### config.mk
export PLATFORM = sky130hd
export DESIGN_NAME = lgs_ctrl
export DESIGN_NICKNAME = d
export VERILOG_FILES = /design/src/rtl/lgs_pkg.sv /design/src/rtl/lgs_ctrl.sv
export SDC_FILE = /design/constraint.sdc
export NUM_CORES = 1
export LEC_CHECK = 0
export ABC_AREA = 1
export BUFFER_PORTS_ARGS = -buffer_cell sky130_fd_sc_hd__buf_2
export CAP_MARGIN = 15
export CORE_AREA = 2 2 39 41
export CTS_BUF_LIST = sky130_fd_sc_hd__clkbuf_2 sky130_fd_sc_hd__clkbuf_4 sky130_fd_sc_hd__clkbuf_8
export DETAILED_ROUTE_END_ITERATION = 8
export DIE_AREA = 0 0 41 43
export PLACE_DENSITY = 0.67
export SLEW_MARGIN = 5
export SYNTH_ARGS = -nofsm -noshare
export SYNTH_HDL_FRONTEND = slang
export SYNTH_SLANG_ARGS = --single-unit
### constraint.sdc
create_clock -name aclk -period 2.5 [get_ports aclk]
set_input_delay 0.375 -clock aclk [delete_from_list [all_inputs] [get_ports aclk]]
set_output_delay 0.375 -clock aclk [all_outputs]
set_load 0.02 [all_outputs]
### src/rtl/lgs_pkg.sv
`default_nettype none
// ----------------------------------------------------------------------------
// lgs_pkg
// Types and constants shared by the life grid step unit.
// ----------------------------------------------------------------------------
package lgs_pkg;

    localparam int CFG_DW = 8;

    typedef enum logic [1:0] {
        ACT_TOGGLE  = 2'd0,
        ACT_ADVANCE = 2'd1,
        ACT_READ    = 2'd2,
        ACT_NONE    = 2'd3
    } action_t;

    localparam logic REG_GRID_WIDTH  = 1'b0;
    localparam logic REG_GRID_HEIGHT = 1'b1;

    localparam logic [3:0] BIRTH_COUNT   = 4'd3;
    localparam logic [3:0] SURVIVE_COUNT = 4'd2;

    typedef struct packed {
        logic [1:0] action;
        logic [6:0] cell_x;
        logic [5:0] cell_y;
    } in_t;

    typedef struct packed {
        logic cell_value;
        logic out_of_range;
    } out_t;

    typedef enum logic [3:0] {
        ST_CLEAR,
        ST_IDLE,
        ST_DISPATCH,
        ST_ITEM_RD,
        ST_ITEM_DO,
        ST_GEN_INIT,
        ST_GEN_LOAD,
        ST_GEN_RD,
        ST_GEN_WR,
        ST_RESP
    } state_t;

    typedef struct packed {
        logic take;
        logic clr;
        logic rd_item;
        logic do_item;
        logic gen_init;
        logic gen_load;
        logic gen_rd;
        logic gen_wr;
        logic emit;
    } cmd_t;

    typedef struct packed {
        action_t act;
        logic    oor;
        logic    empty;
        logic    row_last;
        logic    clr_last;
        logic    out_free;
    } stat_t;

endpackage
`default_nettype wire

### src/rtl/lgs_ctrl.sv
`default_nettype none
// ----------------------------------------------------------------------------
// lgs_ctrl
// Sequencer for clearing, cell access and generation sweeps.
// ----------------------------------------------------------------------------
module lgs_ctrl (
    input  wire logic          aclk,
    input  wire logic          aresetn,
    input  wire logic          s_valid,
    output logic               s_ready,
    input  wire lgs_pkg::stat_t stat,
    output lgs_pkg::cmd_t      cmd
);

    lgs_pkg::state_t state_reg, state_next;

    always_ff @(posedge aclk) begin
        if (!aresetn) begin
            state_reg <= lgs_pkg::ST_CLEAR;
        end else begin
            state_reg <= state_next;
        end
    end

    always_comb begin
        state_next = state_reg;
        unique case (state_reg)
            lgs_pkg::ST_CLEAR: begin
                if (stat.clr_last) state_next = lgs_pkg::ST_IDLE;
            end
            lgs_pkg::ST_IDLE: begin
                if (s_valid) state_next = lgs_pkg::ST_DISPATCH;
            end
            lgs_pkg::ST_DISPATCH: begin
                if (stat.act == lgs_pkg::ACT_ADVANCE) begin
                    state_next = stat.empty ? lgs_pkg::ST_RESP : lgs_pkg::ST_GEN_INIT;
                end else if ((stat.act == lgs_pkg::ACT_TOGGLE ||
                              stat.act == lgs_pkg::ACT_READ) && !stat.oor) begin
                    state_next = lgs_pkg::ST_ITEM_RD;
                end else begin
                    state_next = lgs_pkg::ST_RESP;
                end
            end
            lgs_pkg::ST_ITEM_RD:  state_next = lgs_pkg::ST_ITEM_DO;
            lgs_pkg::ST_ITEM_DO:  state_next = lgs_pkg::ST_RESP;
            lgs_pkg::ST_GEN_INIT: state_next = lgs_pkg::ST_GEN_LOAD;
            lgs_pkg::ST_GEN_LOAD: state_next = lgs_pkg::ST_GEN_RD;
            lgs_pkg::ST_GEN_RD:   state_next = lgs_pkg::ST_GEN_WR;
            lgs_pkg::ST_GEN_WR: begin
                state_next = stat.row_last ? lgs_pkg::ST_RESP : lgs_pkg::ST_GEN_RD;
            end
            lgs_pkg::ST_RESP: begin
                if (stat.out_free) state_next = lgs_pkg::ST_IDLE;
            end
            default: state_next = lgs_pkg::ST_CLEAR;
        endcase
    end

    always_comb begin
        cmd     = '0;
        s_ready = 1'b0;
        unique case (state_reg)
            lgs_pkg::ST_CLEAR:    cmd.clr = 1'b1;
            lgs_pkg::ST_IDLE: begin
                s_ready  = 1'b1;
                cmd.take = s_valid;
            end
            lgs_pkg::ST_DISPATCH: ;
            lgs_pkg::ST_ITEM_RD:  cmd.rd_item  = 1'b1;
            lgs_pkg::ST_ITEM_DO:  cmd.do_item  = 1'b1;
            lgs_pkg::ST_GEN_INIT: cmd.gen_init = 1'b1;
            lgs_pkg::ST_GEN_LOAD: cmd.gen_load = 1'b1;
            lgs_pkg::ST_GEN_RD:   cmd.gen_rd   = 1'b1;
            lgs_pkg::ST_GEN_WR:   cmd.gen_wr   = 1'b1;
            lgs_pkg::ST_RESP:     cmd.emit     = stat.out_free;
            default: ;
        endcase
    end

endmodule
`default_nettype wire

==> summary.txt <==
Fin crit share - 66.37%
Final Critical Period - 1.659 ns
Total track usage - 12.24%
Synth unique cells - 18
Grt total ovfl - 0
Maximum vdd drop - 213.7 µV
Final setup margin - 0.8408 ns
Worst reg-to-reg path cell count - 5
Max Clk Rate - 0.6027 GHz
R2R Path Start - state_reg[0]$_SDFFE_PN0P_
Worst Tran Pin Value - 0.2639 ns
Setup repair bufs after CTS - 0
# rows - 14
Worst slack at placement - 1.093 ns
Vias in the first global route - 392
Initial antenna violation count - 0
H-tree depth - 1
DR iter-0 viols - 14
Worst-path fanout max - 6
Hold EP - state_reg[3]$_SDFFE_PN0P_
Synthesized area per cell - 5.612 µm²
Sink Count - 4
Post-CTS Hold Fix Bufs - 0
Mapped Cells - 68
Max-cap violations - 0
Synth warn - 0
Area Overhead vs Synth - 36.07%
Path type of the worst min-delay path - input pin to flip-flop
CORE AREA - 1384 µm²
CP Data Required Time - 2.12 ns
Share of cells above drive strength 1 - 38.89%
Commonest cells after routing, fill and taps aside - 19 x buf_2, 15 x nand2_1, 15 x inv_1
Worst setup EP type - primary output
TritonCTS buffer count - 3
Setup_tns - 0 ns
Max Slew Vio Count - 0
Kind of critical path - flip-flop to primary output
Sequential area share after synthesis - 20.98%
DP HPWL - 728.2 µm
Area of the multi-input gates - 230.2 µm²
Total wire length - 862 µm
Clk root buf - clkbuf_4
Yosys reg bits - 4
Status - finished clean
Die height - 43 µm
Post-route ant nets - 0
Worst-path clk slew - 0.04 ns
# diodes - 0
Max reg flops - 4
Commonest non-fill, non-tap cell in the layout - buf_2
Setup violations, final - 0
Mapped Area - 381.6 µm²
Clk Latency, worst-skew pair - 0.23 ns
Relative max-transition margin - 82.25%
Global placement routability congestion - 0.8284
Initial DRT Pass Iterations - 4
Largest net degree at the start of global routing - 7
Final total power - 288.5 µW
FF+latch area - 80.08 µm²
Vias/cell - 4.292
Reg-to-Reg End - state_reg[1]$_SDFFE_PN0P_
LEAKAGE - 0.3466 nW
RSZ-0062 raised after global routing - no
Ports - 20
Filler cell count - 162
# resized after CTS - 0
CTS Buffer Depth - 2
First-pass GRT wire length - 1469 µm
Startpoint types - flip-flop
Die X - 41 µm
PwrDens - 555.6 nW/µm²
Fin Clk Skew - 0.001261 ns
CTS tree - yes
Final Hold Vio Count - 0
WL/cell - 8.132 µm
Post-Syn Nets - 78
Critical Path Start - state_reg[0]$_SDFFE_PN0P_
FF-to-FF setup slack - 1.34 ns
Full die area - 1763 µm²
Via Count - 455
DRC violations left - 0
Quantity of I/O buffers inserted on ports - 19
Hold Path Origin - aresetn
Final net count - 102
Critical path arrival - 1.28 ns
Worst hold path depth - 3
Starting Density - 27.58%
-- cell type report --
cell class	count	share of cell area (%)
Inverter	19	13.73
Sequential cell	4	15.42
Tap cell	16	3.855
Timing Repair Buffer	19	18.31
Clock buffer	3	4.337
Multi-Input combinational cell	45	44.34
-- logic make-up after synthesis --
group / synth area share [%]
AND/OR/NAND/NOR: 53.77
buffers and inverters: 18.69
flip-flops: 20.98
AO/OA/AOI/OAI: 6.556
-- stage by stage --
step	cells	util [%]	hold slack, ns	instance area, µm²
floorplan	68	-	0.4726	381.6
global placement	103	35.90	0.5737	496.7
detailed placement	103	35.90	0.5850	496.7
CTS	106	37.52	0.3449	519.2
global route	106	37.52	0.3397	519.2
finish	106	37.52	0.3540	519.2
-- power breakdown --
group / switching [mW] / internal, mW
Clock: 0.0239 / 0.0535
Sequential: 0.0141 / 0.0727
Combinational: 0.0801 / 0.0442
-- layer usage --
metal | vias up | part of all wire [%] | GRT usage, %
li1 | 249 | - | -
met1 | 189 | 47 | 17.31
met2 | 17 | 46 | 16.56
met3 | 0 | 7.7 | 3.141
met4 | 0 | 0 | 6.000
met5 | - | 0 | 0
-- Yosys cell counts --
cell type	instances	area [µm²]
nand2_2	1	6.260
nand3_1	5	25.02
nand4_1	1	6.260
nand2_1	15	56.30
o21ai_1	1	5.000
nor2_1	9	33.78
a21oi_2	1	8.760
or2_2	1	6.260
nor2_4	1	11.26
a31oi_1	1	6.260
o21ai_0	1	5.000
nor2_2	3	18.77
nor4_1	1	6.260
dfxtp_1	4	80.08
nand3b_1	2	15.01
inv_2	4	15.01
nor3_2	2	20.02
inv_1	15	56.30
-- critical path: stages (launching register included) --
cell and delay [ns]:
dfxtp_1 0.43, inv_2 0.05, nor2_2 0.21, nand2_1 0.10
nor2_1 0.09, buf_2 0.17
-- worst max-delay path by stage --
stage               cells after the start      to
global placement                        5  cmd[8]
CTS                                     5  cmd[8]
finish                                  5  cmd[8]
floorplan                               1  cmd[7]
detailed placement                      5  cmd[8]
global route                            5  cmd[8]
(Power assumes the default switching activity.)
